===== config.mk =====
export PLATFORM = sky130hd
export DESIGN_NAME = ccru_stage
export DESIGN_NICKNAME = d
export VERILOG_FILES = /design/src/sv/assert_macros.svh /design/src/sv/ccru_pkg.sv /design/src/sv/ccru_stage.sv
export SDC_FILE = /design/constraint.sdc
export NUM_CORES = 1
export LEC_CHECK = 0
export ABC_AREA = 1
export BUFFER_PORTS_ARGS = -buffer_cell sky130_fd_sc_hd__buf_2
export CORE_MARGIN = 8
export CORE_UTILIZATION = 59
export DETAILED_ROUTE_END_ITERATION = 7
export GPL_TIMING_DRIVEN = 1
export MAX_ROUTING_LAYER = met4
export PLACE_DENSITY = 0.89
export SLEW_MARGIN = 10
export SYNTH_ARGS = -nofsm -noshare
export SYNTH_HDL_FRONTEND = slang
export SYNTH_SLANG_ARGS = --single-unit
export TNS_END_PERCENT = 20

===== constraint.sdc =====
create_clock -name clk -period 2.7 [get_ports clk]
set_clock_uncertainty 0.2 [all_clocks]
set_input_delay 0 -clock clk [delete_from_list [all_inputs] [get_ports clk]]
set_output_delay 0 -clock clk [all_outputs]
set_load 0.01 [all_outputs]

===== src/sv/assert_macros.svh =====
// Assertion macros for the coordinate conversion block.
`ifndef ASSERT_MACROS_SVH
`define ASSERT_MACROS_SVH
`ifndef SYNTHESIS
`define CCRU_ASSERT_IMPLIES(label, clk_s, rst_s, ante, cons, msg) \
  label: assert property (@(posedge clk_s) disable iff (!(rst_s)) (ante) |-> (cons)) \
    else $error(msg);
`define CCRU_ASSERT_NEXT(label, clk_s, rst_s, ante, cons, msg) \
  label: assert property (@(posedge clk_s) disable iff (!(rst_s)) (ante) |=> (cons)) \
    else $error(msg);
`else
`define CCRU_ASSERT_IMPLIES(label, clk_s, rst_s, ante, cons, msg)
`define CCRU_ASSERT_NEXT(label, clk_s, rst_s, ante, cons, msg)
`endif
`endif


===== src/sv/ccru_pkg.sv =====
package ccru_pkg;

  localparam int XY_W       = 48;
  localparam int GUARD      = 12;
  localparam int TAB_W      = 48;
  localparam int COMP_SPLIT = 23;
  localparam int COMP_SHIFT = GUARD + 9;
  localparam logic [31:0] GAIN_COMP = 32'd2608131496;

  localparam logic [2:0] CMD_CART_TO_POLAR = 3'd0;
  localparam logic [2:0] CMD_POLAR_TO_CART = 3'd1;
  localparam logic [2:0] CMD_ROTATE_CART   = 3'd2;
  localparam logic [2:0] CMD_ROTATE_POLAR  = 3'd3;
  localparam logic [2:0] CMD_SCALE_CART    = 3'd4;
  localparam logic [2:0] CMD_SCALE_POLAR   = 3'd5;

  typedef enum logic [1:0] {
    MODE_ROT,
    MODE_VEC,
    MODE_PASS
  } mode_t;

  typedef struct packed {
    logic  valid;
    mode_t mode;
    logic  flip;
  } ctrl_t;

  typedef struct packed {
    logic [2:0]         command;
    logic signed [31:0] first_value;
    logic signed [31:0] second_value;
    logic signed [31:0] turn_angle;
    logic signed [15:0] scale_factor;
  } in_item_t;

  typedef struct packed {
    logic signed [31:0] first_result;
    logic signed [31:0] second_result;
    logic               saturated;
  } out_item_t;

  // The arctangent table is built at elaboration with exact integer arithmetic.
  function automatic logic [63:0] udiv64(input logic [63:0] num, input logic [63:0] den);
    logic [64:0] rem;
    logic [63:0] quo;
    rem = '0;
    quo = '0;
    for (int b = 63; b >= 0; b--) begin
      rem = {rem[63:0], num[b]};
      if (rem >= {1'b0, den}) begin
        rem    = rem - {1'b0, den};
        quo[b] = 1'b1;
      end
    end
    return quo;
  endfunction

  function automatic logic [63:0] atan_inv_q60(input logic [63:0] n);
    logic [63:0] term;
    logic [63:0] sum;
    logic [63:0] t;
    logic [63:0] k;
    term = udiv64(64'd1 << 60, n);
    sum  = '0;
    k    = '0;
    while (term != 64'd0) begin
      t = udiv64(term, (k << 1) + 64'd1);
      if (k[0]) begin
        sum = sum - t;
      end else begin
        sum = sum + t;
      end
      term = udiv64(term, n * n);
      k    = k + 64'd1;
    end
    return sum;
  endfunction

  function automatic logic [63:0] atan_pow2_q60(input int i);
    logic [63:0] sum;
    logic [63:0] t;
    int k;
    int e;
    sum = '0;
    k   = 0;
    while (i * (2 * k + 1) <= 60) begin
      e = 60 - i * (2 * k + 1);
      t = udiv64(64'd1 << e, 64'(2 * k + 1));
      if (k % 2 == 1) begin
        sum = sum - t;
      end else begin
        sum = sum + t;
      end
      k++;
    end
    return sum;
  endfunction

  function automatic logic [63:0] rad_to_turn48(input logic [63:0] rad,
                                                input logic [63:0] pi_q60);
    logic [63:0] q;
    logic [63:0] r;
    q = '0;
    r = rad;
    for (int s = 0; s < 47; s++) begin
      r = r << 1;
      q = q << 1;
      if (r >= pi_q60) begin
        r    = r - pi_q60;
        q[0] = 1'b1;
      end
    end
    return q;
  endfunction

  function automatic logic [TAB_W-1:0] atan_entry(input int i);
    logic [63:0] pi_q60;
    logic [63:0] turn;
    pi_q60 = 64'd16 * atan_inv_q60(64'd5) - 64'd4 * atan_inv_q60(64'd239);
    if (i == 0) begin
      turn = 64'd1 << 45;
    end else begin
      turn = rad_to_turn48(atan_pow2_q60(i), pi_q60);
    end
    return turn[TAB_W-1:0];
  endfunction

endpackage


===== src/sv/ccru_stage.sv =====
module ccru_stage #(
  parameter int DATA_WIDTH = 32,
  parameter int STAGE      = 0
) (
  input  logic                              clk,
  input  logic                              rst_n,
  input  ccru_pkg::ctrl_t                   ctrl_i,
  input  logic signed [ccru_pkg::XY_W-1:0]  x_i,
  input  logic signed [ccru_pkg::XY_W-1:0]  y_i,
  input  logic signed [DATA_WIDTH+1:0]      z_i,
  output ccru_pkg::ctrl_t                   ctrl_r,
  output logic signed [ccru_pkg::XY_W-1:0]  x_r,
  output logic signed [ccru_pkg::XY_W-1:0]  y_r,
  output logic signed [DATA_WIDTH+1:0]      z_r
);

  localparam int XY_W = ccru_pkg::XY_W;
  localparam int ZW   = DATA_WIDTH + 2;
  localparam logic [ccru_pkg::TAB_W-1:0] TAB_FULL = ccru_pkg::atan_entry(STAGE);
  localparam logic signed [ZW-1:0] TAB =
    ZW'(TAB_FULL >> (ccru_pkg::TAB_W - DATA_WIDTH));

  logic signed [XY_W-1:0] xs;
  logic signed [XY_W-1:0] ys;
  logic                   pos;
  logic signed [XY_W-1:0] x_nxt;
  logic signed [XY_W-1:0] y_nxt;
  logic signed [ZW-1:0]   z_nxt;

  assign xs  = x_i >>> STAGE;
  assign ys  = y_i >>> STAGE;
  assign pos = (ctrl_i.mode == ccru_pkg::MODE_ROT) ? ~z_i[ZW-1] : y_i[XY_W-1];

  always_comb begin
    x_nxt = x_i;
    y_nxt = y_i;
    z_nxt = z_i;
    if (ctrl_i.mode != ccru_pkg::MODE_PASS) begin
      if (pos) begin
        x_nxt = x_i - ys;
        y_nxt = y_i + xs;
        z_nxt = z_i - TAB;
      end else begin
        x_nxt = x_i + ys;
        y_nxt = y_i - xs;
        z_nxt = z_i + TAB;
      end
    end
  end

  always_ff @(posedge clk) begin
    if (!rst_n) begin
      ctrl_r <= '0;
    end else begin
      ctrl_r <= ctrl_i;
    end
  end

  always_ff @(posedge clk) begin
    x_r <= x_nxt;
    y_r <= y_nxt;
    z_r <= z_nxt;
  end

endmodule


==> results.toml, run 1 <==
[yosys]
ys_top_cells_by_area = "nand2_1 27%, dfxtp_1 16%, inv_1 12%"
async_reset_ff_frac = 0
syn_area_mm2 = 0.0165
syn_nets = 3347
synth.most_common_cell = "nand2_1"
ys_seq_elements = 134
synth_edf_count = 0
avgSynthCellArea_um2 = 5.40
yosysWarnings = 0
yosys.area.top_type = "nand2_1"
synth_cell_types = 40
syn_inst = 3063
synth_flop_cell = "dfxtp_1"
yosys-top-cells-count = "1171 x nand2_1, 542 x inv_1, 258 x nor2_1"
synth_top_area_share = 0.266
ys_seq_area_frac = 0.162

[clock_tree]
clk_path_buf_depth = 2
htree_levels = 4
ctsResizeCount = 0
cts_buffers = 17
root_buffer = "clkbuf_16"
clock_sinks = 134
post_cts_buffers = 0

[run_status]
error_line = "[ERROR GRT-0232] Routing congestion too high. Check the congestion heatmap in the GUI."
status = "stopped before the end"
lastStage = "global routing"

[die]
rows = 61
ios = 270
start_util = 0.596
die_x_um = 183
die_h_um = 183

[global_route]
grt_use_total = 0.712
overflow = 43
grt_max_degree = 88

[sta]
crit_endpoint = "y_r[18]$_DFF_P_/D"
worst_endpoint_kind = "register data pin"

[place]
place_hpwl_um = 63500
gp_congestion = 1.16
dpl_worst_slack_ns = 0.0423
numPortBuffers = 269
==> through the flow <==
step | utilization | std cells | area [µm²]
2_1_floorplan | - | 3063 | 16500
3_3_place_gp | 0.695 | 3800 | 19200
3_5_place_dp | 0.695 | 3800 | 19200
4_1_cts | 0.790 | 4036 | 21900
==> layer usage <==
| metal | GRT usage | GRT overflow |
|---|---|---|
| met2 | 0.846 | 29 |
| met1 | 0.718 | 0 |
| met4 | 0.645 | 14 |
| met5 | - | - |
| met3 | 0.564 | 0 |
==> kinds of logic after synthesis <==
logic type               synth area share
adder cells (fa/ha/maj)             0.114
AO/OA/AOI/OAI                       0.110
XOR/XNOR                           0.0201
AND/OR/NAND/NOR                     0.439
flip-flops                          0.162
buffers and inverters               0.155
==> timing repair <==
| item | 4_1_cts |
|---|---|
| endpoints found under the hold margin | 134 |
| endpoints found under the setup margin | 0 |
| hold buffers | 204 |
==> run 2: changes to the inputs <==
Settings changed: CORE_UTILIZATION 59 to 40, MAX_ROUTING_LAYER met4 to default, PLACE_DENSITY 0.89 to default, PLACE_DENSITY_LB_ADDON from default to 0.15.
==> results.toml, run 2 <==
[finish]
num-fill-cells = 3993
largestRegisters = "x_r (48), y_r (48), z_r (34)"
area_delta_synth_final_pct = 48.0
final_util = 0.599
fin_cells = 4472
final_common_cell = "nand2_1"
final_cell_mix = "1153 x nand2_1, 536 x inv_1, 417 x buf_4"
finalNetCount = 4210
drive_above_1_share = 0.216
final_cell_area_mm2 = 0.0245

[pwr]
powerDensity_mw_per_mm2 = 416
p_int_uw = 5610
seqPwrFrac = 0.234
p_leak_uw = 0.0140
p_sw_uw = 4570
vdd_ir_drop_max_mv = 0.437
p_total_uw = 10200
p_comb_frac = 0.531
pwr-share-clk = 0.236
switching_share = 0.449

[worst_setup_path]
critPathKind = "input pin to flip-flop"
critPathLaunchType = "input pin"
endpoint_kind = "flip-flop"
crit_required_ns = 2.88
arrival_ns = 2.87
crit_path_max_fanout = 7

[routing]
ant_nets = 0
first_iter_violations = 2731
viasPerCell = 5.28
routed.top_layer = "met5"
m1WireLength_um = 39300
drcViolationCount = 0
dr_wl_met3_um = 9850
wl_met2_um = 39900
detail_route.wl_per_cell_um = 20.9
routed_wl_um = 93500
routed-via-count = 23620
drtPass1Iterations = 6

[sta]
fmax_mhz = 372
rsz0062_at_grt = "true"
slew_headroom = 0.578
final.setup.tns_ns = 0
min_period_ns = 2.69
setup_violations = 0
tightest_slew_ns = 0.633
slew_violations = 0
finalCritPeriodShare = 0.995
hold_viol_final = 0

[global_route]
grt_max_degree = 104
grt_use_total = 0.378
grt_pass1_vias = 22791
overflow = 0
grt_first_pass_wirelength_um = 136000
grt_antenna_before_repair = 3

[yosys]
synth_flop_cell = "dfxtp_1"
syn_area_mm2 = 0.0165
ys_top_cells_by_area = "nand2_1 27%, dfxtp_1 16%, inv_1 12%"
async_reset_ff_frac = 0
avgSynthCellArea_um2 = 5.40
ys_seq_elements = 134
syn_inst = 3063
yosys.area.top_type = "nand2_1"
synth_cell_types = 40
synth_edf_count = 0
yosysWarnings = 0
yosys-top-cells-count = "1171 x nand2_1, 542 x inv_1, 258 x nor2_1"
ys_seq_area_frac = 0.162
synth_top_area_share = 0.266
synth.most_common_cell = "nand2_1"
syn_nets = 3347

[clock_tree]
cts_tree = "done"
clk_pin_slew_ns = 0.08
root_buffer = "clkbuf_16"
clock_sinks = 134
clk_path_buf_depth = 2
cts_buffers = 17
htree_levels = 4

[place]
gp_congestion = 1.06
place_area_mm2 = 0.0213
dp_cells = 4202
place_hpwl_um = 74900
numPortBuffers = 269

[die]
core_mm2 = 0.0408
start_util = 0.405
rows = 74
die_x_um = 219
ios = 270
dieArea_mm2 = 0.0481
die_h_um = 219

[run_status]
status = "finished, final reports clean"

[hold_path]
hold_path_class = "input pin to flip-flop"

[flow_run]
drv.max_cap_violation_count = 0
[run 2: layer usage]
layer	global-route usage	vias to the layer above
met3	0.0967	212
met4	0.173	4
met2	0.583	1290
li1	-	11105
met5	0	-
met1	0.488	11009
[run 2: cell families (layout without fill, tap and decap cells)]
group                    Yosys count  after routing  synth area share
adder cells (fa/ha/maj)          148            148             0.114
AO/OA/AOI/OAI                    333            333             0.110
other                              0              1                 0
buffers and inverters            633           1509             0.155
flip-flops                       134            134             0.162
XOR/XNOR                          38             38            0.0201
AND/OR/NAND/NOR                 1777           1777             0.439
[run 2: critical path, cell delays in order]
cell and delay (ns):
dlygate4sd3_1 0.54, buf_2 0.15, nor2_2 0.19, nand2_1 0.12, o21ai_4 0.10, inv_2 0.21
ha_4 0.36, nand3_1 0.10, nand3_1 0.13, xor2_1 0.24, o21ai_1 0.13, dlygate4sd3_1 0.59
[run 2: repair_timing]
item                                    4_1_cts  5_1_grt
hold buffers                                238        0
gates resized for setup                       1       62
buffers inserted                              0        0
endpoints found under the setup margin        1       16
pin swaps                                     0        6
hold endpoints to repair                    134        0
[run 2: cell type report]
type,instances,area (µm²),area share
Multi-Input combinational cell,2296,11500,0.470
Timing Repair Buffer,930,6990,0.286
Sequential cell,134,2680,0.110
Inverter,547,2060,0.0841
Tap cell,532,666,0.0272
Clock buffer,18,439,0.0180
Clock inverter,14,135,0.00553
Antenna cell,1,2.50,0.000102
[run 2: final timing paths]
path / start / endpoint / cells after the start / slack (ns)
setup / recovery: ctrl_i[2] / z_r[32] / 12 / 0.01
hold / removal: y_i[9] / x_r[9] / 6 / 0.03
[run 2: per-stage QoR]
step                setup WS (ns)  hold slack [ns]
finish                     0.0125           0.0341
global placement           -0.505          -0.0983
CTS                       0.00621           0.0202
detailed placement         -0.567          -0.0960
global route              -0.0412           0.0775
floorplan                   0.608           -0.172
[run 2: power by group through the flow]
stage | Sequential (µW) | Combinational, µW | Clock (µW)
final | 2380 | 5400 | 2400
after global placement | 2400 | 4790 | 0
after global routing | 2400 | 5770 | 2500
after CTS | 2370 | 5150 | 2420
after detailed placement | 2410 | 4830 | 0
after floorplan | 2560 | 2310 | 0
No activity file was read; power rests on OpenSTA's default activity.
