===== src/sv/assert_macros.svh =====
// Assertion macros for the coordinate conversion block.
`ifndef ASSERT_MACROS_SVH
`define ASSERT_MACROS_SVH
`ifndef SYNTHESIS
`define CCRU_ASSERT_IMPLIES(label, clk_s, rst_s, ante, cons, msg) \
  label: assert property (@(posedge clk_s) disable iff (!(rst_s)) (ante) |-> (cons)) \
    else $error(msg);
`define CCRU_ASSERT_NEXT(label, clk_s, rst_s, ante, cons, msg) \
  label: assert property (@(posedge clk_s) disable iff (!(rst_s)) (ante) |=> (cons)) \
    else $error(msg);
`else
`define CCRU_ASSERT_IMPLIES(label, clk_s, rst_s, ante, cons, msg)
`define CCRU_ASSERT_NEXT(label, clk_s, rst_s, ante, cons, msg)
`endif
`endif


===== src/sv/ccru_pkg.sv =====
package ccru_pkg;

  localparam int XY_W       = 48;
  localparam int GUARD      = 12;
  localparam int TAB_W      = 48;
  localparam int COMP_SPLIT = 23;
  localparam int COMP_SHIFT = GUARD + 9;
  localparam logic [31:0] GAIN_COMP = 32'd2608131496;

  localparam logic [2:0] CMD_CART_TO_POLAR = 3'd0;
  localparam logic [2:0] CMD_POLAR_TO_CART = 3'd1;
  localparam logic [2:0] CMD_ROTATE_CART   = 3'd2;
  localparam logic [2:0] CMD_ROTATE_POLAR  = 3'd3;
  localparam logic [2:0] CMD_SCALE_CART    = 3'd4;
  localparam logic [2:0] CMD_SCALE_POLAR   = 3'd5;

  typedef enum logic [1:0] {
    MODE_ROT,
    MODE_VEC,
    MODE_PASS
  } mode_t;

  typedef struct packed {
    logic  valid;
    mode_t mode;
    logic  flip;
  } ctrl_t;

  typedef struct packed {
    logic [2:0]         command;
    logic signed [31:0] first_value;
    logic signed [31:0] second_value;
    logic signed [31:0] turn_angle;
    logic signed [15:0] scale_factor;
  } in_item_t;

  typedef struct packed {
    logic signed [31:0] first_result;
    logic signed [31:0] second_result;
    logic               saturated;
  } out_item_t;

  // The arctangent table is built at elaboration with exact integer arithmetic.
  function automatic logic [63:0] udiv64(input logic [63:0] num, input logic [63:0] den);
    logic [64:0] rem;
    logic [63:0] quo;
    rem = '0;
    quo = '0;
    for (int b = 63; b >= 0; b--) begin
      rem = {rem[63:0], num[b]};
      if (rem >= {1'b0, den}) begin
        rem    = rem - {1'b0, den};
        quo[b] = 1'b1;
      end
    end
    return quo;
  endfunction

  function automatic logic [63:0] atan_inv_q60(input logic [63:0] n);
    logic [63:0] term;
    logic [63:0] sum;
    logic [63:0] t;
    logic [63:0] k;
    term = udiv64(64'd1 << 60, n);
    sum  = '0;
    k    = '0;
    while (term != 64'd0) begin
      t = udiv64(term, (k << 1) + 64'd1);
      if (k[0]) begin
        sum = sum - t;
      end else begin
        sum = sum + t;
      end
      term = udiv64(term, n * n);
      k    = k + 64'd1;
    end
    return sum;
  endfunction

  function automatic logic [63:0] atan_pow2_q60(input int i);
    logic [63:0] sum;
    logic [63:0] t;
    int k;
    int e;
    sum = '0;
    k   = 0;
    while (i * (2 * k + 1) <= 60) begin
      e = 60 - i * (2 * k + 1);
      t = udiv64(64'd1 << e, 64'(2 * k + 1));
      if (k % 2 == 1) begin
        sum = sum - t;
      end else begin
        sum = sum + t;
      end
      k++;
    end
    return sum;
  endfunction

  function automatic logic [63:0] rad_to_turn48(input logic [63:0] rad,
                                                input logic [63:0] pi_q60);
    logic [63:0] q;
    logic [63:0] r;
    q = '0;
    r = rad;
    for (int s = 0; s < 47; s++) begin
      r = r << 1;
      q = q << 1;
      if (r >= pi_q60) begin
        r    = r - pi_q60;
        q[0] = 1'b1;
      end
    end
    return q;
  endfunction

  function automatic logic [TAB_W-1:0] atan_entry(input int i);
    logic [63:0] pi_q60;
    logic [63:0] turn;
    pi_q60 = 64'd16 * atan_inv_q60(64'd5) - 64'd4 * atan_inv_q60(64'd239);
    if (i == 0) begin
      turn = 64'd1 << 45;
    end else begin
      turn = rad_to_turn48(atan_pow2_q60(i), pi_q60);
    end
    return turn[TAB_W-1:0];
  endfunction

endpackage


===== src/sv/ccru_pre.sv =====
module ccru_pre #(
  parameter int DATA_WIDTH = 32
) (
  input  logic                              clk,
  input  logic                              rst_n,
  input  logic                              in_valid,
  input  ccru_pkg::in_item_t                in_item,
  output ccru_pkg::ctrl_t                   ctrl_r,
  output logic signed [ccru_pkg::XY_W-1:0]  x_r,
  output logic signed [ccru_pkg::XY_W-1:0]  y_r,
  output logic signed [DATA_WIDTH+1:0]      z_r
);

  localparam int XY_W = ccru_pkg::XY_W;
  localparam int ZW   = DATA_WIDTH + 2;
  localparam int UP   = (DATA_WIDTH >= 32) ? DATA_WIDTH - 32 : 0;
  localparam int DN   = (DATA_WIDTH < 32) ? 32 - DATA_WIDTH : 0;

  logic signed [31:0]     a;
  logic signed [31:0]     b;
  logic signed [31:0]     w;
  logic signed [15:0]     s;
  logic signed [XY_W-1:0] xg;
  logic signed [XY_W-1:0] yg;
  logic signed [XY_W-1:0] prod_a;
  logic signed [XY_W-1:0] prod_b;
  logic signed [XY_W-1:0] y_src;
  logic signed [XY_W-1:0] x_rot;
  logic signed [XY_W-1:0] y_rot;
  logic [31:0]            ang;
  logic [31:0]            ang_pre;
  logic [31:0]            polar_sum;
  logic                   swap;
  logic signed [63:0]     ang_ext;
  logic signed [ZW-1:0]   z_rot;

  ccru_pkg::ctrl_t        ctrl_nxt;
  logic signed [XY_W-1:0] x_nxt;
  logic signed [XY_W-1:0] y_nxt;
  logic signed [ZW-1:0]   z_nxt;

  assign a = in_item.first_value;
  assign b = in_item.second_value;
  assign w = in_item.turn_angle;
  assign s = in_item.scale_factor;

  assign xg = {{(XY_W - 32){a[31]}}, a} << ccru_pkg::GUARD;
  assign yg = {{(XY_W - 32){b[31]}}, b} << ccru_pkg::GUARD;

  assign prod_a = XY_W'(a) * XY_W'(s);
  assign prod_b = XY_W'(b) * XY_W'(s);

  assign polar_sum = b + w;

  // Angles in the left half-plane are folded by a half turn.
  assign ang     = (in_item.command == ccru_pkg::CMD_POLAR_TO_CART) ? b : w;
  assign swap    = ang[31] ^ ang[30];
  assign ang_pre = {ang[31] ^ swap, ang[30:0]};
  assign ang_ext = {{32{ang_pre[31]}}, ang_pre};
  assign z_rot   = ZW'((ang_ext <<< UP) >>> DN);

  assign y_src = (in_item.command == ccru_pkg::CMD_POLAR_TO_CART) ? '0 : yg;
  assign x_rot = swap ? -xg : xg;
  assign y_rot = swap ? -y_src : y_src;

  always_comb begin
    ctrl_nxt.valid = in_valid;
    ctrl_nxt.mode  = ccru_pkg::MODE_PASS;
    ctrl_nxt.flip  = 1'b0;
    x_nxt          = {{(XY_W - 32){a[31]}}, a};
    y_nxt          = {{(XY_W - 32){b[31]}}, b};
    z_nxt          = '0;
    case (in_item.command)
      ccru_pkg::CMD_CART_TO_POLAR: begin
        ctrl_nxt.mode = ccru_pkg::MODE_VEC;
        ctrl_nxt.flip = a[31];
        x_nxt         = a[31] ? -xg : xg;
        y_nxt         = a[31] ? -yg : yg;
      end
      ccru_pkg::CMD_POLAR_TO_CART, ccru_pkg::CMD_ROTATE_CART: begin
        ctrl_nxt.mode = ccru_pkg::MODE_ROT;
        x_nxt         = x_rot;
        y_nxt         = y_rot;
        z_nxt         = z_rot;
      end
      ccru_pkg::CMD_ROTATE_POLAR: begin
        y_nxt = {{(XY_W - 32){polar_sum[31]}}, polar_sum};
      end
      ccru_pkg::CMD_SCALE_CART: begin
        x_nxt = prod_a;
        y_nxt = prod_b;
      end
      ccru_pkg::CMD_SCALE_POLAR: begin
        x_nxt = prod_a;
      end
      default: begin
      end
    endcase
  end

  always_ff @(posedge clk) begin
    if (!rst_n) begin
      ctrl_r <= '0;
    end else begin
      ctrl_r <= ctrl_nxt;
    end
  end

  always_ff @(posedge clk) begin
    x_r <= x_nxt;
    y_r <= y_nxt;
    z_r <= z_nxt;
  end

endmodule


===== config.mk =====
export PLATFORM = sky130hd
export DESIGN_NAME = ccru_pre
export DESIGN_NICKNAME = d
export VERILOG_FILES = /design/src/sv/assert_macros.svh /design/src/sv/ccru_pkg.sv /design/src/sv/ccru_pre.sv
export SDC_FILE = /design/constraint.sdc
export NUM_CORES = 2
export LEC_CHECK = 0
export BUFFER_PORTS_ARGS = -buffer_cell sky130_fd_sc_hd__buf_2
export CORE_MARGIN = 2
export CORE_UTILIZATION = 44
export DETAILED_ROUTE_END_ITERATION = 6
export PLACE_DENSITY = 0.66
export RECOVER_POWER = 50
export SYNTH_ARGS = -nofsm -noshare
export SYNTH_HDL_FRONTEND = slang
export SYNTH_SLANG_ARGS = --single-unit

===== constraint.sdc =====
create_clock -name clk -period 7.76 [get_ports clk]
set_clock_uncertainty 0.1 [all_clocks]
set_input_delay 1.552 -clock clk [delete_from_list [all_inputs] [get_ports clk]]
set_output_delay 1.552 -clock clk [all_outputs]
set_load 0.005 [all_outputs]

* Yosys cells after proc, flatten, opt, wreduce, memory -nomap -nowiden *
Cells that the tools add are included.

cells by class
  equal/unequal tests = 5
  $mul = 2
  $add $sub $neg = 4
  multiplexer cells = 9
  reductions and logical operators = 4
  bitwise operators = 2

operators by type and width
  cell                                            count
  2-to-1 mux 48 bit                               5
  case mux 48 bit (4 select lines)                1
  case mux 48 bit (3 select lines)                1
  multiplier 32 x 16 -> 48 bit                    2
  negator 44 -> 48 bit                            2
  negator 48 bit                                  1
  adder 32 bit                                    1
  2-to-1 mux 32 bit                               1
  == test 3 x 2 -> 1 bit (second input constant)  2
  == test 3 bit (second input constant)           2
  case mux 2 bit (2 select lines)                 1
  OR reduction 2 bit                              2
  == test 3 x 1 -> 1 bit (second input constant)  1
  logical NOT 3 bit                               1
  AND reduction 2 bit                             1
  XOR 1 bit                                       2

word-level totals
  input port bits = 118
  flip-flop bits (word level) = 132
  word-level logic and storage cells = 32

* Longest topological paths before layout *
  word-level depth = 5
  mapped depth = 29

* Worst setup path after synthesis *
OpenSTA, ideal clock, no wires.

  path type = input to register
  start = in in_item[111] (netlist name)
  end = reg x_r[47] (netlist name)
  stages on the path = 24
  library setup time = 0.131 ns
  path buffers = 5
  arrival = 8.130 ns
  setup slack = -0.601 ns
  cells stage by stage = clkbuf_1 -> clkbuf_1 -> buf_1 -> buf_1 -> nand2_1 -> inv_1 -> fa_1 -> fa_1 -> fa_1 -> fa_1 -> fa_1 -> fa_1 -> ha_1 -> clkbuf_1 -> a21o_1 -> a21oi_1 -> nor2_1 -> nor2_1 -> o21ai_0 -> or2_2 -> o21ai_0 -> o311ai_0 -> xnor2_1 -> o21ai_0

on the way
  word-level cells in the longest chain between the ends = 3
  elaborated cells between the ends (all ways) = 5
  those cells by class = add/sub (1); mul (1); mux (3)

RTL lines
  item                                                                  RTL line         RTL
  start, declared                                                       ccru_pre.sv:7    input ccru_pkg::in_item_t in_item,
  branches (longest 2 deep; another with multiplier 32 x 16 -> 48 bit)  n/a
  case mux 48 bit (3 select lines) (*)                                  ccru_pre.sv:73   case (in_item.command)
  named net x_nxt[47]                                                   ccru_pre.sv:38   logic signed [XY_W-1:0] x_nxt;
  end signal, assigned                                                  ccru_pre.sv:110  x_r <= x_nxt;
  end, declared                                                         ccru_pre.sv:9    output logic signed [ccru_pkg::XY_W-1:0] x_r,

Mark *: on every way through the listed nets, which the timed path passes.
A chain may end at the register's enable or synchronous reset.

* Worst setup path after layout *
  start = in in_item[6] (netlist name)
  end = reg y_r[24] (netlist name)

on the way
  word-level cells in the longest chain between the ends = 2

RTL lines
  item                              RTL line         RTL
  multiplier 32 x 16 -> 48 bit      ccru_pre.sv:51   assign prod_b = XY_W'(b) * XY_W'(s);
  case mux 48 bit (4 select lines)  ccru_pre.sv:73
  named net y_nxt[24]               ccru_pre.sv:39   logic signed [XY_W-1:0] y_nxt;
  end signal, assigned              ccru_pre.sv:111  y_r <= y_nxt;
  end, declared                     ccru_pre.sv:10   output logic signed [ccru_pkg::XY_W-1:0] y_r,

The timed path passes the listed nets, and every way through them passes these cells.

==> run_results.csv <==
group,metric,value,unit
status,status,"completed",
grt,grt_usage,27.9,%
timing,tightest_slew,1.39,ns
detailed_routing,final_antenna_net_count,0,
grt,grt-ovfl-total,0,
clock_tree,cts.sinks,132,
timing,layout_min_cycle_time,7.60,ns
die,start_util,44.5,%
detailed_routing,drt_iter0_drc,2692,
detailed_routing,viasPerCell,5.30,
setup_path,startpoint_type,"input port",
timing,setup_viol,0,
yosys,yosys.area_share.simple,17.1,%
detailed_routing,drt-total-wl,141,mm
grt,grt_max_degree,43,
die,die_area,104000,um^2
yosys,synth_cells,5338,
clock_tree,tritoncts,"built",
clock_tree,cts.htree.levels,4,
clock_tree,cts_root_buffer,"clkbuf_16",
yosys,synth_edf_count,0,
timing,period_share,98.0,%
place,dpl.hpwl,118,mm
clock_tree,clkTransAtPathRegs,0.08,ns
place,gp_congestion,0.951,
die,fp-row-count,116,
yosys,synth_fa_ha_area_share,51.0,%
timing,fmax,132,MHz
layout,multi_input_area,36800,um^2
yosys,synth-xor-area-share,3.43,%
yosys,synth_top_family_by_area,"adder cells",
clock_tree,clockBufferDepth,2,
timing,layout_setup_ws,0.156,ns
detailed_routing,wl_per_cell,19.6,um
detailed_routing,drcViolationCount,0,
yosys,ys_warn_count,0,
die,die_w,323,um
place,dp_worst_setup_slack,-0.698,ns
yosys,ys_seq_area_share,5.91,%
die,fp.dieH,323,um
detailed_routing,num_vias,38284,
place,io_buffers,251,
layout,drive_gt1_share,14.1,%
yosys,yosys_register_bits,132,
hold_path,hold_path_class,"input port to register",
grt,antenna_found_initial,23,
clock_tree,cts_hold_buf,0,
setup_path,crit_required,8.04,ns
flow_run,drv_cap,0,
layout,area_growth,15.9,%
timing,relSlewSlack,7.02,%
timing,hold_viol,0,
yosys,ys_types,82,
hold_path,min_path_cells,2,
die,core_area,100000,um^2
setup_path,arrival,7.89,ns
layout,seq_area,2640,um^2
yosys,synth-compound-area-share,10.2,%
grt,grt_pass1_vias,40102,
yosys,synth_top_flop_cell,"dfxtp_1",
yosys,async_flop_share,0,%
hold_path,hold_end,"ctrl_r[3]",
setup_path,crit_type,"input port to register",
yosys,synthMuxAreaShare,0.117,%
layout,post-route-util,51.6,%
die,ios,252,
yosys,syn_area,44700,um^2
timing,slew_violations,0,
layout,fillers,9615,
setup_path,startpoint,"in_item[6]",
grt,grt_pass1_wl,224,mm
yosys,syn-num-nets,6696,
yosys,synth_area_per_cell,8.38,um^2
clock_tree,cts_buffers,17,
timing,final.setup.tns,0,ns
setup_path,cp_max_fo,22,
detailed_routing,first_pass_iters,6,
hold_path,hp-start,"in_valid",
layout,nets,7197,
setup_path,critPathCaptureType,"register",
[critical path: stages]
cell and delay (ns):
buf_2 0.11, buf_12 0.15, buf_12 0.17, and2_1 0.14, fa_1 0.47, inv_1 0.05
fa_1 0.47, fa_1 0.55, inv_1 0.06, fa_1 0.50, fa_1 0.50, inv_1 0.05
fa_1 0.48, inv_1 0.05, ha_1 0.30, a211o_1 0.28, a211o_1 0.30, buf_4 0.14
a31o_2 0.23, a31oi_1 0.20, o211a_1 0.28, o21ai_0 0.13, xor2_1 0.17, o21ai_0 0.31
o21ai_0 0.16
[state kept, by name, indices dropped and copies added (netlist names)]
signal  cells
x_r        48
y_r        48
z_r        32
ctrl_r      4
[worst max-delay path by stage]
stage,to
floorplan,y_r[47]
global placement,x_r[44]
detailed placement,x_r[44]
CTS,x_r[44]
global route,x_r[46]
finish,y_r[24]
[stage by stage]
| step | std cells | hold slack (ns) | instance area [um^2] |
|---|---|---|---|
| final | 7222 | 1.12 | 51800 |
| after global routing | 7217 | 1.12 | 51800 |
| after CTS | 7208 | 1.10 | 51800 |
| after global placement | 7176 | 1.66 | 51200 |
| after floorplan | 5338 | 1.57 | 44800 |
| after detailed placement | 7176 | 1.66 | 51200 |
[repair_timing]
action	CTS	global route
gates resized for setup	3	35
setup buffers	0	1
setup endpoints to repair	2	26
pin swaps	0	2
[area by class of cell]
type / count / share of cell area (%)
Antenna cell: 13 / 0.0628
Clock buffer: 18 / 0.847
Clock inverter: 14 / 0.278
Inverter: 1133 / 8.20
Multi-Input combinational cell: 3746 / 70.9
Sequential cell: 132 / 5.10
Tap cell: 1357 / 3.28
Timing Repair Buffer: 809 / 11.3
[cells by family (layout without fill, tap and decap cells)]
kind of cell | Yosys count | in the layout
adders and majority gates | 1240 | 1240
other | 0 | 13
xor gates and xnor gates | 175 | 175
and+or+nand+nor | 1610 | 1610
muxes | 5 | 5
buffers and inverters | 1460 | 1974
AOI/OAI and AO/OA | 716 | 716
DFF | 132 | 132
[per-layer routing]
| metal | wire, um | global-route usage (%) |
|---|---|---|
| met1 | 56700 | 36.0 |
| met2 | 68500 | 46.5 |
| met3 | 10700 | 5.37 |
| met4 | 5300 | 10.5 |
| met5 | 96 | 0 |
[synthesized netlist by cell type, types with 20 or more instances]
cell type / count / area (um^2)
o211ai_1: 22 / 165
fa_1: 973 / 19500
nand2_1: 781 / 2930
and2_1: 412 / 2580
nand3_1: 31 / 155
a21o_1: 67 / 503
xnor2_1: 107 / 937
o22ai_1: 21 / 131
xor2_1: 68 / 596
dfxtp_1: 132 / 2640
clkbuf_1: 301 / 1130
o21ai_0: 152 / 761
nor2_1: 200 / 751
nand4_1: 20 / 125
nand2b_1: 27 / 169
a21oi_1: 221 / 1110
and3_1: 22 / 138
o21a_1: 22 / 165
nor3_1: 29 / 145
inv_1: 1131 / 4250
a31oi_1: 20 / 125
ha_1: 267 / 3340
a221oi_1: 25 / 219
[cells in the final DEF (no fill, tap or decap), types with 21 or more instances in the layout]
| cell type | n |
|---|---|
| fa_1 | 972 |
| nor2_1 | 196 |
| buf_4 | 517 |
| xor2_1 | 68 |
| o211ai_1 | 22 |
| nand2b_1 | 27 |
| dfxtp_1 | 132 |
| and2_1 | 412 |
| ha_1 | 265 |
| inv_1 | 1131 |
| o21a_1 | 22 |
| xnor2_1 | 106 |
| and3_1 | 21 |
| a221oi_1 | 25 |
| buf_2 | 175 |
| nand3_1 | 31 |
| clkbuf_1 | 74 |
| o21ai_0 | 145 |
| nand2_1 | 780 |
| a21oi_1 | 216 |
| buf_12 | 41 |
| nor3_1 | 29 |
| a21o_1 | 66 |
| o22ai_1 | 21 |
Power is left out: the tool's default activity adds up to more than one toggle a clock period on the data nets, which glitch-free logic cannot reach.
