### src/sv/assert_macros.svh
// Assertion macros for the coordinate conversion block.
`ifndef ASSERT_MACROS_SVH
`define ASSERT_MACROS_SVH
`ifndef SYNTHESIS
`define CCRU_ASSERT_IMPLIES(label, clk_s, rst_s, ante, cons, msg) \
  label: assert property (@(posedge clk_s) disable iff (!(rst_s)) (ante) |-> (cons)) \
    else $error(msg);
`define CCRU_ASSERT_NEXT(label, clk_s, rst_s, ante, cons, msg) \
  label: assert property (@(posedge clk_s) disable iff (!(rst_s)) (ante) |=> (cons)) \
    else $error(msg);
`else
`define CCRU_ASSERT_IMPLIES(label, clk_s, rst_s, ante, cons, msg)
`define CCRU_ASSERT_NEXT(label, clk_s, rst_s, ante, cons, msg)
`endif
`endif

### src/sv/ccru_pkg.sv
package ccru_pkg;

  localparam int XY_W       = 48;
  localparam int GUARD      = 12;
  localparam int TAB_W      = 48;
  localparam int COMP_SPLIT = 23;
  localparam int COMP_SHIFT = GUARD + 9;
  localparam logic [31:0] GAIN_COMP = 32'd2608131496;

  localparam logic [2:0] CMD_CART_TO_POLAR = 3'd0;
  localparam logic [2:0] CMD_POLAR_TO_CART = 3'd1;
  localparam logic [2:0] CMD_ROTATE_CART   = 3'd2;
  localparam logic [2:0] CMD_ROTATE_POLAR  = 3'd3;
  localparam logic [2:0] CMD_SCALE_CART    = 3'd4;
  localparam logic [2:0] CMD_SCALE_POLAR   = 3'd5;

  typedef enum logic [1:0] {
    MODE_ROT,
    MODE_VEC,
    MODE_PASS
  } mode_t;

  typedef struct packed {
    logic  valid;
    mode_t mode;
    logic  flip;
  } ctrl_t;

  typedef struct packed {
    logic [2:0]         command;
    logic signed [31:0] first_value;
    logic signed [31:0] second_value;
    logic signed [31:0] turn_angle;
    logic signed [15:0] scale_factor;
  } in_item_t;

  typedef struct packed {
    logic signed [31:0] first_result;
    logic signed [31:0] second_result;
    logic               saturated;
  } out_item_t;

  // The arctangent table is built at elaboration with exact integer arithmetic.
  function automatic logic [63:0] udiv64(input logic [63:0] num, input logic [63:0] den);
    logic [64:0] rem;
    logic [63:0] quo;
    rem = '0;
    quo = '0;
    for (int b = 63; b >= 0; b--) begin
      rem = {rem[63:0], num[b]};
      if (rem >= {1'b0, den}) begin
        rem    = rem - {1'b0, den};
        quo[b] = 1'b1;
      end
    end
    return quo;
  endfunction

  function automatic logic [63:0] atan_inv_q60(input logic [63:0] n);
    logic [63:0] term;
    logic [63:0] sum;
    logic [63:0] t;
    logic [63:0] k;
    term = udiv64(64'd1 << 60, n);
    sum  = '0;
    k    = '0;
    while (term != 64'd0) begin
      t = udiv64(term, (k << 1) + 64'd1);
      if (k[0]) begin
        sum = sum - t;
      end else begin
        sum = sum + t;
      end
      term = udiv64(term, n * n);
      k    = k + 64'd1;
    end
    return sum;
  endfunction

  function automatic logic [63:0] atan_pow2_q60(input int i);
    logic [63:0] sum;
    logic [63:0] t;
    int k;
    int e;
    sum = '0;
    k   = 0;
    while (i * (2 * k + 1) <= 60) begin
      e = 60 - i * (2 * k + 1);
      t = udiv64(64'd1 << e, 64'(2 * k + 1));
      if (k % 2 == 1) begin
        sum = sum - t;
      end else begin
        sum = sum + t;
      end
      k++;
    end
    return sum;
  endfunction

  function automatic logic [63:0] rad_to_turn48(input logic [63:0] rad,
                                                input logic [63:0] pi_q60);
    logic [63:0] q;
    logic [63:0] r;
    q = '0;
    r = rad;
    for (int s = 0; s < 47; s++) begin
      r = r << 1;
      q = q << 1;
      if (r >= pi_q60) begin
        r    = r - pi_q60;
        q[0] = 1'b1;
      end
    end
    return q;
  endfunction

  function automatic logic [TAB_W-1:0] atan_entry(input int i);
    logic [63:0] pi_q60;
    logic [63:0] turn;
    pi_q60 = 64'd16 * atan_inv_q60(64'd5) - 64'd4 * atan_inv_q60(64'd239);
    if (i == 0) begin
      turn = 64'd1 << 45;
    end else begin
      turn = rad_to_turn48(atan_pow2_q60(i), pi_q60);
    end
    return turn[TAB_W-1:0];
  endfunction

endpackage

### src/sv/ccru_post.sv
module ccru_post #(
  parameter int DATA_WIDTH = 32
) (
  input  logic                              clk,
  input  logic                              rst_n,
  input  ccru_pkg::ctrl_t                   ctrl_i,
  input  logic signed [ccru_pkg::XY_W-1:0]  x_i,
  input  logic signed [ccru_pkg::XY_W-1:0]  y_i,
  input  logic signed [DATA_WIDTH+1:0]      z_i,
  output logic                              valid_r,
  output ccru_pkg::out_item_t               item_r
);

  localparam int XY_W  = ccru_pkg::XY_W;
  localparam int ZW    = DATA_WIDTH + 2;
  localparam int UP    = (DATA_WIDTH >= 32) ? DATA_WIDTH - 32 : 0;
  localparam int DN    = (DATA_WIDTH < 32) ? 32 - DATA_WIDTH : 0;
  localparam int SPLIT = ccru_pkg::COMP_SPLIT;
  localparam int HI_W  = XY_W - SPLIT;
  localparam int PH_W  = HI_W + 32;
  localparam int PL_W  = SPLIT + 32;
  localparam int PS_W  = PH_W + 1;
  localparam logic signed [63:0] ANG_RND = (64'sd1 <<< UP) >>> 1;
  localparam logic [PS_W-1:0] CMP_RND = PS_W'(1) << (ccru_pkg::COMP_SHIFT - 1);

  function automatic logic [32:0] sat32(input logic signed [XY_W:0] v);
    logic ovf;
    ovf = (v[XY_W:31] != {(XY_W - 30){1'b0}}) && (v[XY_W:31] != {(XY_W - 30){1'b1}});
    if (ovf) begin
      return {1'b1, v[XY_W] ? 32'h8000_0000 : 32'h7FFF_FFFF};
    end
    return {1'b0, v[31:0]};
  endfunction

  // Magnitude, sign and output angle.
  ccru_pkg::ctrl_t  c1_r;
  logic             sx1_r;
  logic             sy1_r;
  logic [XY_W-1:0]  mx1_r;
  logic [XY_W-1:0]  my1_r;
  logic [31:0]      ang1_r;
  logic [XY_W-1:0]  mx1_nxt;
  logic [XY_W-1:0]  my1_nxt;
  logic signed [63:0] z_ext;
  logic signed [63:0] ang_v;
  logic [31:0]      ang1_nxt;

  // Gain products.
  ccru_pkg::ctrl_t  c2_r;
  logic             sx2_r;
  logic             sy2_r;
  logic [31:0]      ang2_r;
  logic [PH_W-1:0]  phx2_r;
  logic [PH_W-1:0]  phy2_r;
  logic [31:0]      plx2_r;
  logic [31:0]      ply2_r;
  logic             pass1;
  logic [PH_W-1:0]  mul_hx;
  logic [PH_W-1:0]  mul_hy;
  logic [PL_W-1:0]  mul_lx;
  logic [PL_W-1:0]  mul_ly;
  logic [PH_W-1:0]  phx2_nxt;
  logic [PH_W-1:0]  phy2_nxt;
  logic [31:0]      plx2_nxt;
  logic [31:0]      ply2_nxt;

  // Rounded magnitudes.
  ccru_pkg::ctrl_t  c3_r;
  logic             sx3_r;
  logic             sy3_r;
  logic [31:0]      ang3_r;
  logic [XY_W-1:0]  rx3_r;
  logic [XY_W-1:0]  ry3_r;
  logic             pass2;
  logic [PS_W-1:0]  sum_x;
  logic [PS_W-1:0]  sum_y;
  logic [XY_W-1:0]  rx3_nxt;
  logic [XY_W-1:0]  ry3_nxt;

  // Sign restore and clamp.
  logic signed [XY_W:0] vx;
  logic signed [XY_W:0] vy;
  logic [32:0]          satx;
  logic [32:0]          saty;
  logic                 vec3;
  ccru_pkg::out_item_t  item_nxt;

  assign mx1_nxt  = x_i[XY_W-1] ? XY_W'(-x_i) : XY_W'(x_i);
  assign my1_nxt  = y_i[XY_W-1] ? XY_W'(-y_i) : XY_W'(y_i);
  assign z_ext    = {{(64 - ZW){z_i[ZW-1]}}, z_i};
  assign ang_v    = ((z_ext + ANG_RND) >>> UP) <<< DN;
  assign ang1_nxt = ang_v[31:0] ^ {ctrl_i.flip, 31'd0};

  always_ff @(posedge clk) begin
    sx1_r  <= x_i[XY_W-1];
    sy1_r  <= y_i[XY_W-1];
    mx1_r  <= mx1_nxt;
    my1_r  <= my1_nxt;
    ang1_r <= ang1_nxt;
  end

  assign pass1  = (c1_r.mode == ccru_pkg::MODE_PASS);
  assign mul_hx = PH_W'(mx1_r[XY_W-1:SPLIT]) * PH_W'(ccru_pkg::GAIN_COMP);
  assign mul_hy = PH_W'(my1_r[XY_W-1:SPLIT]) * PH_W'(ccru_pkg::GAIN_COMP);
  assign mul_lx = PL_W'(mx1_r[SPLIT-1:0]) * PL_W'(ccru_pkg::GAIN_COMP);
  assign mul_ly = PL_W'(my1_r[SPLIT-1:0]) * PL_W'(ccru_pkg::GAIN_COMP);

  assign phx2_nxt = pass1 ? PH_W'(mx1_r) : mul_hx;
  assign phy2_nxt = pass1 ? PH_W'(my1_r) : mul_hy;
  assign plx2_nxt = pass1 ? '0 : 32'(mul_lx >> SPLIT);
  assign ply2_nxt = pass1 ? '0 : 32'(mul_ly >> SPLIT);

  always_ff @(posedge clk) begin
    sx2_r  <= sx1_r;
    sy2_r  <= sy1_r;
    ang2_r <= ang1_r;
    phx2_r <= phx2_nxt;
    phy2_r <= phy2_nxt;
    plx2_r <= plx2_nxt;
    ply2_r <= ply2_nxt;
  end

  assign pass2   = (c2_r.mode == ccru_pkg::MODE_PASS);
  assign sum_x   = PS_W'(phx2_r) + PS_W'(plx2_r) + CMP_RND;
  assign sum_y   = PS_W'(phy2_r) + PS_W'(ply2_r) + CMP_RND;
  assign rx3_nxt = pass2 ? phx2_r[XY_W-1:0] : XY_W'(sum_x >> ccru_pkg::COMP_SHIFT);
  assign ry3_nxt = pass2 ? phy2_r[XY_W-1:0] : XY_W'(sum_y >> ccru_pkg::COMP_SHIFT);

  always_ff @(posedge clk) begin
    sx3_r  <= sx2_r;
    sy3_r  <= sy2_r;
    ang3_r <= ang2_r;
    rx3_r  <= rx3_nxt;
    ry3_r  <= ry3_nxt;
  end

  assign vx   = sx3_r ? -$signed({1'b0, rx3_r}) : $signed({1'b0, rx3_r});
  assign vy   = sy3_r ? -$signed({1'b0, ry3_r}) : $signed({1'b0, ry3_r});
  assign satx = sat32(vx);
  assign saty = sat32(vy);
  assign vec3 = (c3_r.mode == ccru_pkg::MODE_VEC);

  always_comb begin
    item_nxt.first_result  = satx[31:0];
    item_nxt.second_result = vec3 ? ang3_r : saty[31:0];
    item_nxt.saturated     = satx[32] | (saty[32] & ~vec3);
  end

  always_ff @(posedge clk) begin
    item_r <= item_nxt;
  end

  always_ff @(posedge clk) begin
    if (!rst_n) begin
      c1_r    <= '0;
      c2_r    <= '0;
      c3_r    <= '0;
      valid_r <= 1'b0;
    end else begin
      c1_r    <= ctrl_i;
      c2_r    <= c1_r;
      c3_r    <= c2_r;
      valid_r <= c3_r.valid;
    end
  end

endmodule

### config.mk
export PLATFORM = sky130hd
export DESIGN_NAME = ccru_post
export DESIGN_NICKNAME = d
export VERILOG_FILES = /design/src/sv/assert_macros.svh /design/src/sv/ccru_pkg.sv /design/src/sv/ccru_post.sv
export SDC_FILE = /design/constraint.sdc
export NUM_CORES = 2
export LEC_CHECK = 0
export CAP_MARGIN = 0
export CORE_ASPECT_RATIO = 0.6
export CORE_MARGIN = 2
export CORE_UTILIZATION = 65
export CTS_BUF_LIST = sky130_fd_sc_hd__clkbuf_4 sky130_fd_sc_hd__clkbuf_8
export CTS_CLUSTER_SIZE = 16
export DETAILED_ROUTE_END_ITERATION = 10
export DONT_BUFFER_PORTS = 1
export GPL_TIMING_DRIVEN = 0
export PLACE_DENSITY = 0.8
export SLEW_MARGIN = 15
export SYNTH_ARGS = -nofsm -noshare
export SYNTH_HDL_FRONTEND = slang
export SYNTH_SLANG_ARGS = --single-unit
### constraint.sdc
create_clock -name clk -period 21.7 [get_ports clk]
set_clock_uncertainty 0.05 [all_clocks]
set_input_delay 0 -clock clk [delete_from_list [all_inputs] [get_ports clk]]
set_output_delay 0 -clock clk [all_outputs]
set_load 0.02 [all_outputs]
Word-level counts from Yosys, hierarchy flattened
Cells that the tools add are included.
{ "word_totals": {"regBits": 547, "latchBits": 0, "ram_bits": 0, "mem_bits_ro": 0, "input_bits": 136, "wordCells": 77, "mem_count": 0} }
{ "op_classes": {"n_addsub": 8, "mul": 4, "div": 0, "order_cmp": 0, "n_eq_ne": 5, "n_shift": 0, "n_mux": 17, "n_bitwise": 4, "n_reduce_logical": 4} }
{ "ops": {"columns": ["operator", "n"], "rows": [
  ["33-bit 2-to-1 mux", 4],
  ["57-bit by 32-bit adder with 58-bit output", 2],
  ["58-bit by 21-bit adder with 58-bit output (second input constant)", 2],
  ["25-bit by 29-bit multiplier with 54-bit output (second input constant)", 2],
  ["23-bit by 29-bit multiplier with 52-bit output (second input constant)", 2],
  ["49-bit 2-to-1 mux", 2],
  ["48-bit negator with 49-bit output", 2],
  ["32-bit 2-to-1 mux", 3],
  ["48-bit 2-to-1 mux", 2],
  ["48-bit negator", 2],
  ["47-bit 2-to-1 mux", 2],
  ["37-bit 2-to-1 mux", 2],
  ["18-bit != test (second input constant)", 2],
  ["18-bit nonzero test", 2],
  ["32-bit XOR", 1],
  ["2-bit == test (second input constant)", 2],
  ["2-bit by 1-bit == test with 1-bit output (second input constant)", 1],
  ["1-bit logical AND", 2],
  ["1-bit 2-to-1 mux", 2],
  ["1-bit AND", 1],
  ["1-bit inverter", 1],
  ["1-bit OR", 1]
]} }

Longest topological paths before layout
{ "logic_depth": {"word_depth": 8, "depth_mapped": 26} }

Worst setup path after synthesis
Ideal clock, no wire load.
{ "synth_timing": {"path_type": "reg2reg", "from": "register my1_r[28]", "to": "register phy2_r[50]", "t_arrival_ps": 6750, "required_time_ps": 21522, "slack_ps": 14773, "stages_incl_launch_ff": 24, "cell_sequence": "dfxtp_1 -> fa_1 -> inv_1 -> fa_1 -> fa_1 -> fa_1 -> inv_1 -> fa_1 -> fa_1 -> inv_1 -> fa_1 -> inv_1 -> ha_1 -> clkbuf_1 -> nand4_1 -> or4_1 -> inv_1 -> o211ai_1 -> a311o_1 -> a311oi_1 -> nand2_1 -> a32oi_1 -> xnor2_1 -> nor2_1"} }
{ "synth_between": {"elab_chain_len": 1} }
{ "synth_lines": {"columns": ["element", "line", "source"], "rows": [
  ["from (decl)", "ccru_post.sv:40", "logic [XY_W-1:0] my1_r;"],
  ["from (signal assigned)", "ccru_post.sv:98", "my1_r <= my1_nxt;"],
  ["25-bit by 29-bit multiplier with 54-bit output", "ccru_post.sv:104", "assign mul_hy = PH_W'(my1_r[XY_W-1:SPLIT]) * PH_W'(ccru_pkg::GAIN_COMP);"],
  ["to (signal assigned)", "ccru_post.sv:118", "phy2_r <= phy2_nxt;"],
  ["to (decl)", "ccru_post.sv:54", "logic [PH_W-1:0] phy2_r;"]
]} }
Every way passes these cells.
A chain may end at the register's enable or synchronous reset.

Worst setup path in the final report
{ "layout_timing": {"from": "register my1_r[6]", "to": "register ply2_r[29]"} }
{ "layout_between": {"elab_chain_len": 1} }
{ "layout_lines": {"columns": ["element", "line", "source"], "rows": [
  ["23-bit by 29-bit multiplier with 52-bit output", "ccru_post.sv:106", "assign mul_ly = PL_W'(my1_r[SPLIT-1:0]) * PL_W'(ccru_pkg::GAIN_COMP);"],
  ["to (signal assigned)", "ccru_post.sv:120", "ply2_r <= ply2_nxt;"],
  ["to (decl)", "ccru_post.sv:56", "logic [31:0] ply2_r;"]
]} }
Every way passes these cells.

==> impl_metrics.sql <==
INSERT INTO impl_metrics (metric_group, metric, value, unit) VALUES
('outcome', 'status', 'complete, no violations', ''),
('yosys', 'synth-seq-cells', '547', ''),
('sta', 'grt_setup_unrepaired', 'no', ''),
('finish', 'finalCoreUtilization', '71.82', '%'),
('grt', 'grt_pass1_wl', '346.4', 'mm'),
('sta', 'timing.final.max_slew_violations', '0', ''),
('drt', 'ant_nets', '0', ''),
('grt', 'largest_net_degree_at_the_start_of_global_routing', '17', ''),
('finish', 'final_cell_mix', 'sky130_fd_sc_hd__inv_1 (1686), sky130_fd_sc_hd__fa_1 (1152), sky130_fd_sc_hd__ha_1 (1100)', ''),
('floorplan', 'die_height', '259.6', 'um'),
('drt', 'drt-wirelength-per-cell', '25.25', 'um'),
('yosys', 'synth_fp_nets', '9591', ''),
('sta', 'tns', '0', 'ns'),
('drt', 'via_per_inst', '5.985', ''),
('critical_path', 'timing.critical_path.from_type', 'flop', ''),
('clock_network', 'numClockSinks', '547', ''),
('finish', 'final_net_count', '9945', ''),
('finish', 'synthToLayoutAreaGrowth', '9.223', '%'),
('sta', 'worst_hold_slack_across_all_endpoints', '0.06275', 'ns'),
('floorplan', 'top_level_ports', '202', ''),
('clock_network', 'cts.repair.resized', '0', ''),
('critical_path', 'critical_path.endpoint_type', 'flop', ''),
('worst_hold_path', 'min_path_type', 'in2reg', ''),
('drt', 'drc_marker_count_from_the_first_detailed_route_iteration', '5835', ''),
('yosys', 'post-synth-top-area-fraction', '32.58', '%'),
('critical_path', 'ff2ff_setup_slack', '12.74', 'ns'),
('yosys', 'yosys.area.top_type', 'sky130_fd_sc_hd__fa_1', ''),
('drt', 'via_count', '54257', ''),
('sta', 'tightestPinTransition', '1.319', 'ns'),
('yosys', 'synth_cells', '7203', ''),
('grt', 'grtUsageTotal', '41.90', '%'),
('yosys', 'ys_dominant_reg_cell', 'sky130_fd_sc_hd__dfxtp_1', ''),
('yosys', 'seq_area_frac_synth', '15.47', '%'),
('floorplan', 'chipWidth', '430.0', 'um'),
('yosys', 'syn_area_per_cell', '9.826', 'um2'),
('finish', 'final_common_cell', 'sky130_fd_sc_hd__inv_1', ''),
('finish', 'drive_above_1_share', '2.871', '%'),
('clock_network', 'clock_insertion_delay_worst_skew', '0.82', 'ns'),
('critical_path', 'worstSetupPathType', 'reg2reg', ''),
('sta', 'achievable-frequency', '0.1116', 'GHz'),
('critical_path', 'worstPathArrival', '9.54', 'ns'),
('yosys', 'netlist_area', '0.07078', 'mm2'),
('sta', 'hold_viol', '0', ''),
('clock_network', 'clock_tree_from_tritoncts', 'yes', ''),
('floorplan', 'num_rows', '93', ''),
('yosys', 'area_contributors_post_synth', 'sky130_fd_sc_hd__fa_1 (33%), sky130_fd_sc_hd__ha_1 (19%), sky130_fd_sc_hd__dfxtp_1 (15%), sky130_fd_sc_hd__inv_1 (8.9%), sky130_fd_sc_hd__xnor2_1 (3.1%)', ''),
('floorplan', 'effective_utilization_at_floorplan', '65.76', '%'),
('yosys', 'ys.warnings.count', '0', ''),
('clock_network', 'clock_tree.htree_level_count', '3', ''),
('floorplan', 'core_ar', '0.1076', 'mm2'),
('sta', 'finalSetupViolCount', '0', ''),
('clock_network', 'clkSlewWorstSetupHoldPaths', '0.07', 'ns'),
('grt', 'grt_pass1_vias', '55822', ''),
('finish', 'num-fill-cells', '8084', ''),
('yosys', 'synthDistinctLibCells', '83', ''),
('critical_path', 'timing.critical_path.required', '22.28', 'ns'),
('placement', 'detailed_place.area', '0.07256', 'mm2'),
('drt', 'drt-total-wl', '228.9', 'mm'),
('finish', 'final_area', '0.07731', 'mm2'),
('placement', 'gp_congestion', '1.051', ''),
('yosys', 'synth_enable_flop_cells', '0', ''),
('grt', 'antenna_found_initial', '10', ''),
('run', 'maxCapViolations', '0', ''),
('grt', 'overflow', '0', ''),
('placement', 'dp_hpwl', '190.2', 'mm'),
('drt', 'drc', '0', ''),
('clock_network', 'cts-buffers-inserted', '86', ''),
('sta', 'final_period_minus_worst_setup_slack', '8.965', 'ns'),
('yosys', 'async_reset_ff_share', '0', '%'),
('clock_network', 'cts.path.max_buffers', '3', ''),
('drt', 'drt_pass1_iterations', '8', ''),
('sta', 'slew_headroom', '12.08', '%'),
('sta', 'timing.final.crit_share', '41.31', '%'),
('critical_path', 'critical_path_peak_fanout', '9', ''),
('clock_network', 'clockRootBuffer', 'sky130_fd_sc_hd__clkbuf_8', ''),
('floorplan', 'fp.dieArea', '0.1116', 'mm2'),
('placement', 'port-buffer-count', '0', '');
## repair_timing
action | in CTS | in global routing
endpoints found under the hold margin | 140 | 0
hold buffers | 266 | 0
setup endpoints to repair | 0 | 0
setup buffers | 0 | 0
## synth_stat cells, types with 30 or more instances
master                        n
sky130_fd_sc_hd__fa_1      1152
sky130_fd_sc_hd__dfxtp_1    547
sky130_fd_sc_hd__nor2_1     287
sky130_fd_sc_hd__nand3_1     68
sky130_fd_sc_hd__and3_1      40
sky130_fd_sc_hd__a21o_1     134
sky130_fd_sc_hd__or3_1       39
sky130_fd_sc_hd__mux2i_1     36
sky130_fd_sc_hd__xnor2_1    247
sky130_fd_sc_hd__nand4_1     45
sky130_fd_sc_hd__o31ai_1     65
sky130_fd_sc_hd__and2_1      46
sky130_fd_sc_hd__o21ai_0    241
sky130_fd_sc_hd__nand2_1    317
sky130_fd_sc_hd__o32ai_1     31
sky130_fd_sc_hd__ha_1      1100
sky130_fd_sc_hd__o21bai_1    30
sky130_fd_sc_hd__a21oi_1    251
sky130_fd_sc_hd__nand2b_1    40
sky130_fd_sc_hd__clkbuf_1   121
sky130_fd_sc_hd__inv_1     1686
sky130_fd_sc_hd__xor2_1     193
sky130_fd_sc_hd__a211oi_1    58
sky130_fd_sc_hd__nor2b_1     31
sky130_fd_sc_hd__or4_1       34
sky130_fd_sc_hd__nor3_1      52
sky130_fd_sc_hd__o41ai_1     34
## final cells by class
| class | count | area, um2 | area share (%) |
|---|---|---|---|
| clock inverter | 45 | 553.0 | 0.7154 |
| multi-input combinational | 4838 | 52990 | 68.55 |
| sequential | 547 | 10950 | 14.17 |
| antenna | 12 | 30.03 | 0.03884 |
| buffer | 131 | 506.7 | 0.6555 |
| tap | 1425 | 1783 | 2.306 |
| timing repair buffer | 266 | 2663 | 3.444 |
| clock buffer | 115 | 1495 | 1.934 |
| inverter | 1687 | 6332 | 8.191 |
## worst max-delay path, stage by stage, from the launching register on
cell	delay, ns
sky130_fd_sc_hd__dfxtp_1	0.94
sky130_fd_sc_hd__ha_1	0.46
sky130_fd_sc_hd__inv_1	0.21
sky130_fd_sc_hd__fa_1	0.56
sky130_fd_sc_hd__fa_1	0.61
sky130_fd_sc_hd__fa_1	0.46
sky130_fd_sc_hd__fa_1	0.58
sky130_fd_sc_hd__inv_1	0.06
sky130_fd_sc_hd__fa_1	0.49
sky130_fd_sc_hd__inv_1	0.06
sky130_fd_sc_hd__fa_1	0.54
sky130_fd_sc_hd__inv_1	0.05
sky130_fd_sc_hd__ha_1	0.30
sky130_fd_sc_hd__a21oi_1	0.16
sky130_fd_sc_hd__o21ai_0	0.13
sky130_fd_sc_hd__or3b_2	0.53
sky130_fd_sc_hd__a21o_1	0.25
sky130_fd_sc_hd__a21oi_1	0.39
sky130_fd_sc_hd__o21ai_1	0.39
sky130_fd_sc_hd__o22ai_1	0.55
sky130_fd_sc_hd__o21bai_1	0.22
sky130_fd_sc_hd__o31ai_1	0.29
sky130_fd_sc_hd__mux2i_1	0.48
## per-stage QoR
stage          setup WS (ns)  std cells
3_5_place_dp           13.06       8628
4_1_cts                12.99       9054
3_3_place_gp           13.05       8628
5_1_grt                12.48       9055
6_report               12.74       9066
2_1_floorplan          14.77       7203
## registers in the layout, indices dropped and copies added (netlist names), 48 cells and up
name,count
item_r,65
mx1_r,48
my1_r,48
phx2_r,57
phy2_r,57
rx3_r,48
ry3_r,48
## final timing paths
check / start / endpoint / cells past startpoint
worst max-delay path: my1_r[6]$_DFF_P_ / ply2_r[29]$_SDFF_PP0_ / 22
worst max register to register: my1_r[6]$_DFF_P_ / ply2_r[29]$_SDFF_PP0_ / 22
worst min-delay path: x_i[27] / mx1_r[30]$_DFF_P_ / 4
worst min register to register: ang2_r[6]$_DFF_P_ / ang3_r[6]$_DFF_P_ / 0
## kinds of logic after synthesis
kind of cell,Yosys count,synth area share [%]
XOR/XNOR,440,5.445
buffers and inverters,1818,9.657
adder cells (fa/ha/maj),2252,52.03
flip-flops,547,15.47
AND/OR/NAND/NOR,1088,7.471
multiplexers,42,0.6046
AO/OA/AOI/OAI,1016,9.322
## per-layer routing
| layer | share of wire, % | GRT usage, % |
|---|---|---|
| met1 | 44 | 61.64 |
| met2 | 39 | 56.49 |
| met3 | 14 | 16.83 |
| met4 | 3.2 | 12.05 |
| met5 | 0.024 | 0 |
Power is left out: the tool's default activity adds up to more than one toggle a clock period on the data nets, which glitch-free logic cannot reach.
